`config.mk`:
```
export PLATFORM = sky130hd
export DESIGN_NAME = speed_dependent_volume_hysteresis_core
export DESIGN_NICKNAME = d
export VERILOG_FILES = /design/src/sv/sdvh_pkg.sv /design/src/sv/sdvh_curve.sv /design/src/sv/sdvh_gain.sv /design/src/sv/speed_dependent_volume_hysteresis_core.sv
export SDC_FILE = /design/constraint.sdc
export NUM_CORES = 1
export LEC_CHECK = 0
export BUFFER_PORTS_ARGS = -buffer_cell sky130_fd_sc_hd__buf_2
export CELL_PAD_IN_SITES_DETAIL_PLACEMENT = 0
export CELL_PAD_IN_SITES_GLOBAL_PLACEMENT = 1
export CORE_MARGIN = 5
export CORE_UTILIZATION = 30
export CTS_CLUSTER_SIZE = 14
export DETAILED_ROUTE_END_ITERATION = 7
export PLACE_DENSITY_LB_ADDON = 0.15
export SLEW_MARGIN = 5
export SYNTH_ARGS = -nofsm -noshare
export SYNTH_HDL_FRONTEND = slang
export SYNTH_SLANG_ARGS = --single-unit
```
`constraint.sdc`:
```
create_clock -name clk -period 28.6 [get_ports clk]
set_input_delay 0 -clock clk [delete_from_list [all_inputs] [get_ports clk]]
set_output_delay 0 -clock clk [all_outputs]
set_load 0.01 [all_outputs]
```
`src/sv/sdvh_pkg.sv`:
```
`timescale 1ns / 1ps

package sdvh_pkg;

    localparam int CURVES      = 5;
    localparam int MAX_ENTRIES = 9;

    localparam int STEP_W  = 4;
    localparam int LEVEL_W = 3;
    localparam int SPEED_W = 8;
    localparam int GAIN_W  = 16;
    localparam int CHAN_W  = 8;

    localparam logic [CHAN_W-1:0]         MAIN_CHANNEL = 8'd0;
    localparam logic signed [GAIN_W-1:0]  UNSET_GAIN   = 16'sd1;
    localparam logic [SPEED_W-1:0]        SPEED_MAX    = 8'd255;
    localparam logic [LEVEL_W-1:0]        LEVEL_OFF    = 3'd0;

    localparam logic [1:0] AMP_INTERNAL = 2'd0;
    localparam logic [1:0] AMP_EXTERNAL = 2'd1;

    typedef enum logic [1:0] {
        FUNC_SPEED  = 2'd0,
        FUNC_VOLUME = 2'd1,
        FUNC_LEVEL  = 2'd2,
        FUNC_NONE   = 2'd3
    } func_t;

    typedef struct packed {
        logic [STEP_W-1:0] lo;
        logic [STEP_W-1:0] hi;
    } curve_steps_t;

    localparam logic [7:0] ENTER_THR [CURVES][MAX_ENTRIES] = '{
        '{8'd48, 8'd76, 8'd101, 8'd126, 8'd150, 8'd172, 8'd0,   8'd0,   8'd0},
        '{8'd48, 8'd71, 8'd93,  8'd114, 8'd134, 8'd155, 8'd172, 8'd0,   8'd0},
        '{8'd48, 8'd66, 8'd84,  8'd101, 8'd119, 8'd137, 8'd155, 8'd172, 8'd0},
        '{8'd40, 8'd55, 8'd69,  8'd84,  8'd98,  8'd113, 8'd127, 8'd142, 8'd156},
        '{8'd32, 8'd43, 8'd55,  8'd66,  8'd77,  8'd89,  8'd100, 8'd111, 8'd122}
    };

    localparam logic [7:0] LEAVE_THR [CURVES][MAX_ENTRIES] = '{
        '{8'd32, 8'd60, 8'd85, 8'd109, 8'd134, 8'd156, 8'd0,   8'd0,   8'd0},
        '{8'd32, 8'd55, 8'd76, 8'd97,  8'd118, 8'd138, 8'd156, 8'd0,   8'd0},
        '{8'd32, 8'd50, 8'd68, 8'd85,  8'd103, 8'd121, 8'd138, 8'd156, 8'd0},
        '{8'd24, 8'd39, 8'd53, 8'd68,  8'd82,  8'd97,  8'd111, 8'd126, 8'd140},
        '{8'd16, 8'd27, 8'd39, 8'd50,  8'd61,  8'd72,  8'd84,  8'd95,  8'd106}
    };

    localparam logic [STEP_W-1:0] ENTRY_COUNT [CURVES] = '{
        4'd6, 4'd7, 4'd8, 4'd9, 4'd9
    };

endpackage

```
`src/sv/sdvh_curve.sv`:
```
`timescale 1ns / 1ps

module sdvh_curve
(
    input  logic [sdvh_pkg::LEVEL_W-1:0] level,
    input  logic [sdvh_pkg::SPEED_W-1:0] speed,
    output sdvh_pkg::curve_steps_t       steps
);
    import sdvh_pkg::*;

    logic                valid_curve;
    logic [2:0]          curve_idx;
    logic [STEP_W-1:0]   count;

    assign valid_curve = (level >= 3'd1) && (level <= 3'(CURVES));
    assign curve_idx   = valid_curve ? (level - 3'd1) : 3'd0;
    assign count       = valid_curve ? ENTRY_COUNT[curve_idx] : '0;

    always_comb
    begin
        steps.lo = '0;
        for (int i = 0; i < MAX_ENTRIES; i++)
        begin
            if ((STEP_W'(i) < count) && (speed >= ENTER_THR[curve_idx][i]))
            begin
                steps.lo = STEP_W'(i + 1);
            end
        end
        steps.hi = steps.lo;
        for (int i = 0; i < MAX_ENTRIES; i++)
        begin
            if ((steps.lo == STEP_W'(i)) && (STEP_W'(i) < count) &&
                (speed >= LEAVE_THR[curve_idx][i]))
            begin
                steps.hi = STEP_W'(i + 1);
            end
        end
    end

endmodule

```
`src/sv/sdvh_gain.sv`:
```
`timescale 1ns / 1ps

module sdvh_gain
(
    input  logic [1:0]                          amp_kind,
    input  logic signed [sdvh_pkg::GAIN_W-1:0]  base,
    input  logic [sdvh_pkg::STEP_W-1:0]         bonus,
    output logic signed [sdvh_pkg::GAIN_W-1:0]  gain_out
);
    import sdvh_pkg::*;

    localparam int SUM_W = GAIN_W + 2;

    logic [10:0]             bonus_hundredths;
    logic signed [SUM_W-1:0] sum;
    logic signed [SUM_W-1:0] capped;

    assign bonus_hundredths = 11'(bonus) * 11'd100;
    assign sum = $signed({{2{base[GAIN_W-1]}}, base}) + $signed({7'b0, bonus_hundredths});

    always_comb
    begin
        capped = sum;
        if ((amp_kind == AMP_INTERNAL) && (sum > 18'sd200))
        begin
            capped = 18'sd200;
        end
        if ((amp_kind == AMP_EXTERNAL) && (sum > 18'sd0))
        begin
            capped = 18'sd0;
        end
        if (capped > 18'sd32767)
        begin
            gain_out = 16'sh7FFF;
        end
        else if (capped < -18'sd32768)
        begin
            gain_out = 16'sh8000;
        end
        else
        begin
            gain_out = capped[GAIN_W-1:0];
        end
    end

endmodule

```
`src/sv/speed_dependent_volume_hysteresis_core.sv`:
```
`timescale 1ns / 1ps

// Speed-dependent volume with hysteresis. Requests enter through an input
// register and are handled in one pass of logic into a result register, so
// one request is taken every clock cycle while the master side does not stall,
// and a result, if the request makes one, goes out from the result register.
// The limit of one request per cycle is set by the state update: each request
// reads the speed, level, bonus and base gain that the previous one left.
// A speed request emits only when the bonus step leaves its hysteresis band,
// a main-channel volume request stores the base gain and always emits, and a
// level request emits when the level changes (to off: only if the bonus step
// was not zero). Boosted volumes while the base gain is still 1 are suppressed.
// The amp kind register must be written only while no request is in flight.
module speed_dependent_volume_hysteresis_core
(
    input  logic        clk,
    input  logic        rst_n,

    input  logic        cfg_we,
    input  logic [1:0]  cfg_wdata,      // amp_kind

    input  logic        s_axis_tvalid,
    output logic        s_axis_tready,
    // func [1:0], speed [11:2], level [14:12], channel [22:15], gain [38:23],
    // bit 39 zero.
    input  logic [39:0] s_axis_tdata,

    output logic        m_axis_tvalid,
    input  logic        m_axis_tready,
    // channel_out [7:0], gain_out [23:8].
    output logic [23:0] m_axis_tdata
);
    import sdvh_pkg::*;

    logic                        in_valid_reg;
    logic [38:0]                 in_data_reg;

    logic [1:0]                  amp_kind_reg;
    logic [SPEED_W-1:0]          speed_now_reg, speed_now_next;
    logic [LEVEL_W-1:0]          curve_level_reg, curve_level_next;
    logic [STEP_W-1:0]           bonus_step_reg, bonus_step_next;
    logic signed [GAIN_W-1:0]    base_gain_reg, base_gain_next;

    logic                        out_valid_reg;
    logic [23:0]                 out_data_reg;

    logic                        fire;
    func_t                       in_func;
    logic [9:0]                  in_speed;
    logic [LEVEL_W-1:0]          in_level;
    logic [CHAN_W-1:0]           in_channel;
    logic signed [GAIN_W-1:0]    in_gain;
    logic [SPEED_W-1:0]          speed_clamped;

    logic [LEVEL_W-1:0]          lookup_level;
    logic [SPEED_W-1:0]          lookup_speed;
    curve_steps_t                steps;

    logic signed [GAIN_W-1:0]    gain_base_sel;
    logic signed [GAIN_W-1:0]    main_gain;

    logic                        emit;
    logic                        emit_raw;
    logic [CHAN_W-1:0]           emit_channel;
    logic signed [GAIN_W-1:0]    emit_gain;

    assign fire          = in_valid_reg && (!out_valid_reg || m_axis_tready);
    assign s_axis_tready = !in_valid_reg || fire;

    assign in_func    = func_t'(in_data_reg[1:0]);
    assign in_speed   = in_data_reg[11:2];
    assign in_level   = in_data_reg[14:12];
    assign in_channel = in_data_reg[22:15];
    assign in_gain    = in_data_reg[38:23];

    assign speed_clamped = (|in_speed[9:8]) ? SPEED_MAX : in_speed[SPEED_W-1:0];

    // The speed request looks up the stored level at the new speed; the level
    // request looks up the new level at the stored speed.
    assign lookup_level = (in_func == FUNC_LEVEL) ? in_level : curve_level_reg;
    assign lookup_speed = (in_func == FUNC_LEVEL) ? speed_now_reg : speed_clamped;

    sdvh_curve u_curve
    (
        .level (lookup_level),
        .speed (lookup_speed),
        .steps (steps)
    );

    assign gain_base_sel = (in_func == FUNC_VOLUME) ? in_gain : base_gain_reg;

    sdvh_gain u_gain
    (
        .amp_kind (amp_kind_reg),
        .base     (gain_base_sel),
        .bonus    (bonus_step_next),
        .gain_out (main_gain)
    );

    always_comb
    begin
        speed_now_next   = speed_now_reg;
        curve_level_next = curve_level_reg;
        bonus_step_next  = bonus_step_reg;
        base_gain_next   = base_gain_reg;
        emit             = 1'b0;
        emit_raw         = 1'b0;
        case (in_func)
            FUNC_SPEED:
            begin
                speed_now_next = speed_clamped;
                if (curve_level_reg == LEVEL_OFF)
                begin
                    bonus_step_next = '0;
                end
                else if ((bonus_step_reg != steps.lo) && (bonus_step_reg != steps.hi))
                begin
                    bonus_step_next = (bonus_step_reg <= steps.lo) ? steps.lo : steps.hi;
                    emit            = (base_gain_reg != UNSET_GAIN);
                end
            end
            FUNC_VOLUME:
            begin
                emit = 1'b1;
                if (in_channel == MAIN_CHANNEL)
                begin
                    base_gain_next = in_gain;
                end
                else
                begin
                    emit_raw = 1'b1;
                end
            end
            FUNC_LEVEL:
            begin
                if (in_level != curve_level_reg)
                begin
                    curve_level_next = in_level;
                    if (in_level == LEVEL_OFF)
                    begin
                        if ((bonus_step_reg != '0) && (base_gain_reg != UNSET_GAIN))
                        begin
                            bonus_step_next = '0;
                            emit            = 1'b1;
                        end
                    end
                    else
                    begin
                        bonus_step_next = steps.lo;
                        emit            = (base_gain_reg != UNSET_GAIN);
                    end
                end
            end
            default:
            begin
                emit = 1'b0;
            end
        endcase
    end

    assign emit_channel = emit_raw ? in_channel : MAIN_CHANNEL;
    assign emit_gain    = emit_raw ? in_gain : main_gain;

    always_ff @(posedge clk or negedge rst_n)
    begin
        if (!rst_n)
        begin
            in_valid_reg    <= 1'b0;
            out_valid_reg   <= 1'b0;
            amp_kind_reg    <= 2'd0;
            speed_now_reg   <= '0;
            curve_level_reg <= LEVEL_OFF;
            bonus_step_reg  <= '0;
            base_gain_reg   <= UNSET_GAIN;
        end
        else
        begin
            if (cfg_we)
            begin
                amp_kind_reg <= cfg_wdata;
            end
            if (s_axis_tready)
            begin
                in_valid_reg <= s_axis_tvalid;
            end
            if (fire)
            begin
                out_valid_reg   <= emit;
                speed_now_reg   <= speed_now_next;
                curve_level_reg <= curve_level_next;
                bonus_step_reg  <= bonus_step_next;
                base_gain_reg   <= base_gain_next;
            end
            else if (m_axis_tready)
            begin
                out_valid_reg <= 1'b0;
            end
        end
    end

    always_ff @(posedge clk)
    begin
        if (s_axis_tready && s_axis_tvalid)
        begin
            in_data_reg <= s_axis_tdata[38:0];
        end
        if (fire && emit)
        begin
            out_data_reg <= {emit_gain, emit_channel};
        end
    end

    assign m_axis_tvalid = out_valid_reg;
    assign m_axis_tdata  = out_data_reg;

    assert property (@(posedge clk) disable iff (!rst_n)
        !in_valid_reg |-> s_axis_tready)
        else $error("Input stage is empty but does not take a request.");

    assert property (@(posedge clk) disable iff (!rst_n)
        (fire && emit) |=> m_axis_tvalid)
        else $error("A result was produced but is not presented.");

    assert property (@(posedge clk) disable iff (!rst_n)
        bonus_step_reg <= STEP_W'(MAX_ENTRIES))
        else $error("Bonus step is beyond the longest curve.");

    assert property (@(posedge clk) disable iff (!rst_n)
        in_valid_reg |-> ((steps.hi >= steps.lo) && (steps.hi <= steps.lo + 4'd1)))
        else $error("Curve upper step is not the lower step or the next one.");

endmodule

```
# ---- After elaboration in Yosys (flattened, before gate mapping)
# Memories as Yosys holds them, arrays and structs flattened.
# Index checks and enable logic that the tools add are counted.
dict set report word_totals {
  romBits 1184
  wordCells 170
  memories 3
  regBits 98
}
dict set report classes {
  magnitude_cmp 35
  addsub 2
  mul 1
  n_eq_ne 15
  n_reduce_logical 51
  bitwise 1
  muxes 52
}
# name words width rd rd_clocked_by_memory_dff write_ports line_no
set memory_table {}
lappend memory_table {{(no name shown)} 8 72 1 0 0 sdvh_curve.sv:33} ;# (speed >= LEAVE_THR[curve_idx][i]))
lappend memory_table {{(no name shown)} 8 72 1 0 0 sdvh_curve.sv:24} ;# if ((STEP_W'(i) < count) && (speed >= ENTER_THR[curve_idx][i]))
lappend memory_table {{(no name shown)} 8 4 1 0 0 sdvh_curve.sv:17} ;# assign count = valid_curve ? ENTRY_COUNT[curve_idx] : '0;
# op count
set ops {}
lappend ops {{72-bit two-way mux} 4}
lappend ops {{8-bit >= comparator} 18}
lappend ops {{4-bit two-way mux} 20}
lappend ops {{16-bit two-way mux} 4}
lappend ops {{18-bit two-way mux} 2}
lappend ops {{1-bit logical AND} 35}
lappend ops {{18-bit by 1-bit greater-than comparator with 1-bit output (second input constant)} 1}
lappend ops {{18-bit by 16-bit greater-than comparator with 1-bit output (second input constant)} 1}
lappend ops {{18-bit by 9-bit greater-than comparator with 1-bit output (second input constant)} 1}
lappend ops {{18-bit by 16-bit less-than comparator with 1-bit output (second input constant)} 1}
lappend ops {{3-bit two-way mux} 6}
lappend ops {{16-bit by 12-bit adder with 17-bit output} 1}
lappend ops {{4-bit by 3-bit == test with 1-bit output (second input constant)} 4}
lappend ops {{3-bit by 4-bit less-than comparator with 1-bit output (first input constant)} 4}
lappend ops {{8-bit two-way mux} 2}
lappend ops {{16-bit by 2-bit != test with 1-bit output (second input constant)} 1}
lappend ops {{1-bit two-way mux} 10}
lappend ops {{4-bit by 5-bit multiplier with 9-bit output (second input constant)} 1}
lappend ops {{4-bit by 2-bit == test with 1-bit output (second input constant)} 2}
lappend ops {{8-bit logical NOT} 1}
lappend ops {{1-bit by 4-bit less-than comparator with 1-bit output (first input constant)} 2}
lappend ops {{2-bit by 4-bit less-than comparator with 1-bit output (first input constant)} 2}
lappend ops {{4-bit != test} 2}
lappend ops {{4-bit case mux with 2 select lines} 1}
lappend ops {{24 further kinds} 31}

# ---- Logic depth before layout (Yosys ltp)
dict set report depth {
  depth_word 48
  mapped_depth 54
  ltp_nobuf 49
}

# ---- Hierarchy
# Synthesis repeated with hierarchy kept, for this count alone.
dict set report unflattened {
  cells_unflattened 805
  area_unflattened_um2 7997.7
}
# mod seq_area_each_um2 instances area_per_inst_um2 cells_each
set modules_own_cells {}
lappend modules_own_cells {speed_dependent_volume_hysteresis_core 2768.9 1 4473.0 327}
lappend modules_own_cells {sdvh_curve 0.0 1 2437.3 323}
lappend modules_own_cells {sdvh_gain 0.0 1 1087.3 155}

# ---- Least setup slack after synthesis
# No wires, ideal clock.
dict set report synth_path {
  path_type {reg2reg}
  startpoint {register in_data_reg[0]}
  endpoint {register out_data_reg[10] (netlist: m_axis_tdata[10]), data pin}
  slack_ps 18546
  n_path_buf 5
  arrival_ps 9921
  path_stages_with_launch 50
  cell_sequence {edfxtp_1 nand2b_1 buf_2 buf_2 nand2_1 nand2_1 inv_1 ha_1 inv_1 o311ai_4 nor2b_1 clkbuf_1 nand2_1 inv_1 nor2_1 ha_1 a2111oi_0 o21ai_0 (+14 left out) inv_1 fa_1 inv_1 a31oi_1 xnor2_1 ha_1 a21oi_1 nor2_1 nor3_1 nor3_1 a31oi_1 a2111o_1 or4_1 or4_1 a41oi_1 and2_1 clkbuf_1 a221o_1}
}
dict set report synth_between {
  elab_chain_cells 48
  word_cells_on_any_way 127
  classes_between {add/sub: 2; mul: 1; order compare: 34; eq/ne: 12; mux: 41; bitwise: 1; reduce/logical: 33; memory: 3}
}
# item line_no
set synth_rtl {}
lappend synth_rtl {{start, declared} speed_dependent_volume_hysteresis_core.sv:36} ;# logic [38:0] in_data_reg;
lappend synth_rtl {{start signal, assigned} speed_dependent_volume_hysteresis_core.sv:205} ;# in_data_reg <= s_axis_tdata[38:0];
lappend synth_rtl {{2-bit == test} {speed_dependent_volume_hysteresis_core.sv:80, speed_dependent_volume_hysteresis_core.sv:81, speed_dependent_volume_hysteresis_core.sv:108}}
lappend synth_rtl {{3-bit two-way mux} speed_dependent_volume_hysteresis_core.sv:80} ;# assign lookup_level = (in_func == FUNC_LEVEL) ? in_level : curve_level_reg;
lappend synth_rtl {{3-bit by 1-bit >= comparator with 1-bit output or 3-bit <= comparator (tied branches)} sdvh_curve.sv:15} ;# assign valid_curve = (level >= 3'd1) && (level <= 3'(CURVES));
lappend synth_rtl {{1-bit logical AND} sdvh_curve.sv:15}
lappend synth_rtl {{3-bit two-way mux} sdvh_curve.sv:16} ;# assign curve_idx = valid_curve ? (level - 3'd1) : 3'd0;
lappend synth_rtl {{3-bit NOT with 4-bit output (not written as such)} {sdvh_curve.sv:17, sdvh_curve.sv:24, sdvh_curve.sv:33}}
lappend synth_rtl {{memory read 8 x 4 bit} n/a}
lappend synth_rtl {{4-bit two-way mux (not written as such) (2 in series)} sdvh_curve.sv:17}
lappend synth_rtl {{(+29 left out)} n/a}
lappend synth_rtl {{via bonus_step_next[0]} speed_dependent_volume_hysteresis_core.sv:41} ;# logic [STEP_W-1:0] bonus_step_reg, bonus_step_next;
lappend synth_rtl {{(+3 left out)} n/a}
lappend synth_rtl {{1-bit logical AND} sdvh_gain.sv:24} ;# if ((amp_kind == AMP_INTERNAL) && (sum > 18'sd200))
lappend synth_rtl {{18-bit two-way mux} sdvh_gain.sv:24}
lappend synth_rtl {{18-bit two-way mux *} sdvh_gain.sv:28} ;# if ((amp_kind == AMP_EXTERNAL) && (sum > 18'sd0))
lappend synth_rtl {{18-bit by 16-bit less-than comparator with 1-bit output} sdvh_gain.sv:36} ;# else if (capped < -18'sd32768)
lappend synth_rtl {{16-bit two-way mux} sdvh_gain.sv:36}
lappend synth_rtl {{16-bit two-way mux *} sdvh_gain.sv:32} ;# if (capped > 18'sd32767)
lappend synth_rtl {{16-bit two-way mux *} speed_dependent_volume_hysteresis_core.sv:162} ;# assign emit_gain = emit_raw ? in_gain : main_gain;
lappend synth_rtl {{via emit_gain[2]} speed_dependent_volume_hysteresis_core.sv:65} ;# logic signed [GAIN_W-1:0] emit_gain;
lappend synth_rtl {{end signal, assigned} speed_dependent_volume_hysteresis_core.sv:209} ;# out_data_reg <= {emit_gain, emit_channel};
lappend synth_rtl {{end, declared} speed_dependent_volume_hysteresis_core.sv:45} ;# logic [23:0] out_data_reg;
# Mark *: on every way through the listed nets, which the timed path passes. The rest lies on a longest branch. The select of a mux whose other input is x is not followed.
# A chain may end at the register's enable or synchronous reset.

# ---- Final worst setup path
dict set report layout_path {
  startpoint {register in_data_reg[1]}
  endpoint {register out_data_reg[15] (netlist: m_axis_tdata[15]), data pin}
}
# The elaborated chain is that of the path after synthesis.

==> impl_metrics.json <==
{
  "maxCapViolCount": 0,
  "wl_per_cell_um": 18.37,
  "worst_slew_pin_slew_ns": 1.056,
  "portion_of_the_post_synthesis_area_used_by_sequential_elements_pct": 34.94,
  "synthToLayoutAreaGrowth_pct": 18.49,
  "finalSetupViolations": 0,
  "critical_path.reg2reg.startpoint": "in_data_reg[1]$_DFFE_PP_",
  "worst_ir_drop_vdd_mv": 0.05115,
  "end_kind": "flop",
  "reg2reg_depth": 43,
  "path_type_of_the_worst_min_delay_path": "in -> reg",
  "cts.sinks": 98,
  "drt-initial-drc-count": 343,
  "grt_overflow": 0,
  "final-max-slew-violation-count": 0,
  "rows": 59,
  "endpoint": "m_axis_tdata[15]$_DFFE_PP_",
  "antenna_found_initial": 0,
  "start_util_pct": 30.41,
  "root_cell_of_the_clock_tree": "sky130_fd_sc_hd__clkbuf_16",
  "async_flop_share_pct": 35.71,
  "finish.utilization_pct": 36.04,
  "largest_reg_flops": 39,
  "grt_start_max_net_pins": 40,
  "setup.worst_path.class": "reg -> reg",
  "yosys.area.top_type_share_pct": 23.87,
  "post_synthesis_instance_total": 831,
  "die-area_um2": 29770,
  "remaining_routing_drc_violations": 0,
  "arrival_ns": 13.30,
  "final_nets": 1089,
  "final.period_utilization_pct": 45.73,
  "grt_use_total_pct": 15.62,
  "syn-num-nets": 978,
  "critical_path.startpoint_type": "flop",
  "syn-mean-instance-area_um2": 9.537,
  "tritoncts": "done",
  "dp_hpwl_um": 17690,
  "synthFlopType": "sky130_fd_sc_hd__edfxtp_1",
  "vias": 6639,
  "achievable-frequency_ghz": 0.07646,
  "core_area_um2": 26060,
  "synth.distinct_cells": 94,
  "cp_max_fo": 17,
  "final_hold_viol_count": 0,
  "most_crowded_layer_after_global_routing": "met2",
  "postCtsSetupRepairBufs": 0,
  "antenna_cells_inserted": 0,
  "gr-usage-met2_pct": 26.20,
  "die_x_um": 172.5,
  "rsz0062_at_grt": "false",
  "cts-root-to-sink-buffers": 2,
  "die_height_um": 172.5,
  "pwr_density_cell_nw_per_um2": 131.6,
  "setup-tns-final_ns": 0,
  "cts.htree.levels": 3,
  "gr-usage-met3_pct": 1.790,
  "grt_pass1_vias": 6838,
  "netlist_area_um2": 7925,
  "met1_usage_pct": 21.63,
  "p_leak_uw": 0.003972,
  "io_pins": 73,
  "hold_start": "m_axis_tready",
  "reg2reg_to": "m_axis_tdata[15]$_DFFE_PP_",
  "finalClockSkew_ns": 0.01860,
  "r2r_slack_ns": 15.52,
  "slew_headroom_pct": 29.59,
  "critical_path_required_ns": 28.82,
  "drt-vias-per-instance": 5.179,
  "grt_first_pass_wirelength_um": 37850,
  "number_of_buffers_inserted_during_clock_tree_synthesis": 9,
  "post-route-worst-setup-slack_ns": 15.52,
  "routed_wirelength_um": 23550,
  "count_of_port_buffers_added_during_placement": 71,
  "layout-drive-gt1-share_pct": 15.31,
  "total_power_uw": 1236,
  "synth-warning-count": 0,
  "timing.critical_path.from": "in_data_reg[1]$_DFFE_PP_",
  "worstSkewPairLatency_ns": 0.36,
  "finalWorstPathRequiredPeriod_ns": 13.08,
  "routabilityCongestion": 0.8190,
  "synth-edff-count": 63,
  "largest_cells_by_area_after_synthesis": "sky130_fd_sc_hd__edfxtp_1, sky130_fd_sc_hd__ha_1, sky130_fd_sc_hd__dfrtp_1, sky130_fd_sc_hd__nand2_1, sky130_fd_sc_hd__mux2_2",
  "cpPeakStageDelay_ns": 0.72,
  "place_worst_setup_slack_ns": 15.40,
  "final_antenna_net_count": 0,
  "synth_area_leader_cell": "sky130_fd_sc_hd__edfxtp_1",
  "dr.pass1.iters": 5,
  "postSynthRegisterBits": 98,
  "clk_pin_slew_worst_paths_ns": 0.08,
  "worst_path_max_delay_cell": "sky130_fd_sc_hd__nor2b_1",
  "run_status": "completed",
  "fin_worst_hold_slack_ns": 0.01200
}
[timing repair]
item                                   4_1_cts  5_1_grt
setup endpoints to repair                    0        0
hold buffers                                47        0
gates resized for setup                      0        0
endpoints found under the hold margin       76        0
[placed cells by master, fill, tap and decap left out, drive strengths merged, types with 4 or more instances in the layout]
cell type,Yosys,layout
ha,98,98
nand2,86,86
buf,9,79
edfxtp,63,63
o21ai,63,63
inv,54,58
nor2,53,53
dlygate4sd3,0,47
a21oi,47,47
dfrtp,34,34
mux2,26,26
nor3,23,23
nand2b,18,18
nand3,18,18
xnor2,15,15
a221o,14,14
nor2b,13,13
and2,13,13
o211ai,10,10
clkbuf,17,9
a211oi,9,9
mux2i,8,8
o21a,8,8
a31oi,7,7
or4,7,7
a21o,7,7
nor4,6,6
a22oi,6,6
nand4,6,6
or3,6,6
nor3b,5,5
o21bai,5,5
or2,4,4
o31ai,4,4
a2111o,4,4
xor2,4,4
[layout make-up]
cell class	count	area, um^2
inverters	55	211.5
clock buffers	9	225.2
repair buffers	126	885.9
well taps	335	419.2
flip-flops and latches	98	2769
fillers	2677	16670
clock inverters	7	57.56
multi-input cells	652	4822
[power breakdown]
group | total (uW) | switching, uW | internal, uW
logic | 898 | 547 | 351
registers | 218 | 24.8 | 194
clock network | 120 | 58.9 | 60.7
total | 1240 | 631 | 605
[cell usage after synthesis, types with 8 or more instances]
master,number
sky130_fd_sc_hd__and2_1,13
sky130_fd_sc_hd__xnor2_1,15
sky130_fd_sc_hd__o21ai_0,56
sky130_fd_sc_hd__edfxtp_1,63
sky130_fd_sc_hd__nor3_1,22
sky130_fd_sc_hd__mux2i_1,8
sky130_fd_sc_hd__nand2b_1,18
sky130_fd_sc_hd__a221o_1,14
sky130_fd_sc_hd__ha_1,98
sky130_fd_sc_hd__nor2_1,52
sky130_fd_sc_hd__mux2_2,25
sky130_fd_sc_hd__nor2b_1,13
sky130_fd_sc_hd__nand2_1,86
sky130_fd_sc_hd__inv_1,54
sky130_fd_sc_hd__nand3_1,18
sky130_fd_sc_hd__a21oi_1,46
sky130_fd_sc_hd__o211ai_1,10
sky130_fd_sc_hd__o21a_1,8
sky130_fd_sc_hd__clkbuf_1,16
sky130_fd_sc_hd__dfrtp_1,34
[logic make-up (layout without fill, tap and decap cells)]
kind of cell             after synthesis  in the layout  synth area share, %
AND/OR/NAND/NOR                      272            272                17.64
AO/OA/AOI/OAI                        226            226                20.21
adder cells (fa/ha/maj)              101            101                16.10
flip-flops                            98             98                34.94
buffers and inverters                 81            197                4.263
multiplexers                          34             34                4.752
XOR/XNOR                              19             19                2.100
[how the worst min path moves through the flow]
stage,slack (ns),cells after the start,end
after global placement,0.18,1,in_data_reg[30]$_DFFE_PP_
final,0.01,3,m_axis_tvalid$_DFFE_PN0P_
after detailed placement,0.18,1,in_data_reg[31]$_DFFE_PP_
after floorplan,-0.30,0,amp_kind_reg[0]$_DFFE_PN0P_
after CTS,0.004,3,m_axis_tvalid$_DFFE_PN0P_
after global routing,0.03,3,m_axis_tvalid$_DFFE_PN0P_
[critical path, delay by kind of cell (launching register included)]
kind	cells	cell delay (ns)
AND/OR/NAND/NOR	13	4.02
buffers and inverters	7	1.13
adder cells (fa/ha/maj)	7	2.11
flip-flops	1	0.69
XOR/XNOR	1	0.26
AO/OA/AOI/OAI	15	4.73
[metrics by stage]
step           std cells  instance area [um^2]
5_1_grt             1282                  9390
6_report            1282                  9390
3_3_place_gp        1219                  8637
2_1_floorplan        831                  7925
4_1_cts             1282                  9390
3_5_place_dp        1219                  8637
[metal layers]
layer / wire length [um] / vias to the layer above
met1: 11330 / 3211
met4: 334 / 0
met5: 0 / -
li1: - / 3319
met3: 547 / 22
met2: 11340 / 87
No activity file was read; power rests on OpenSTA's default activity.
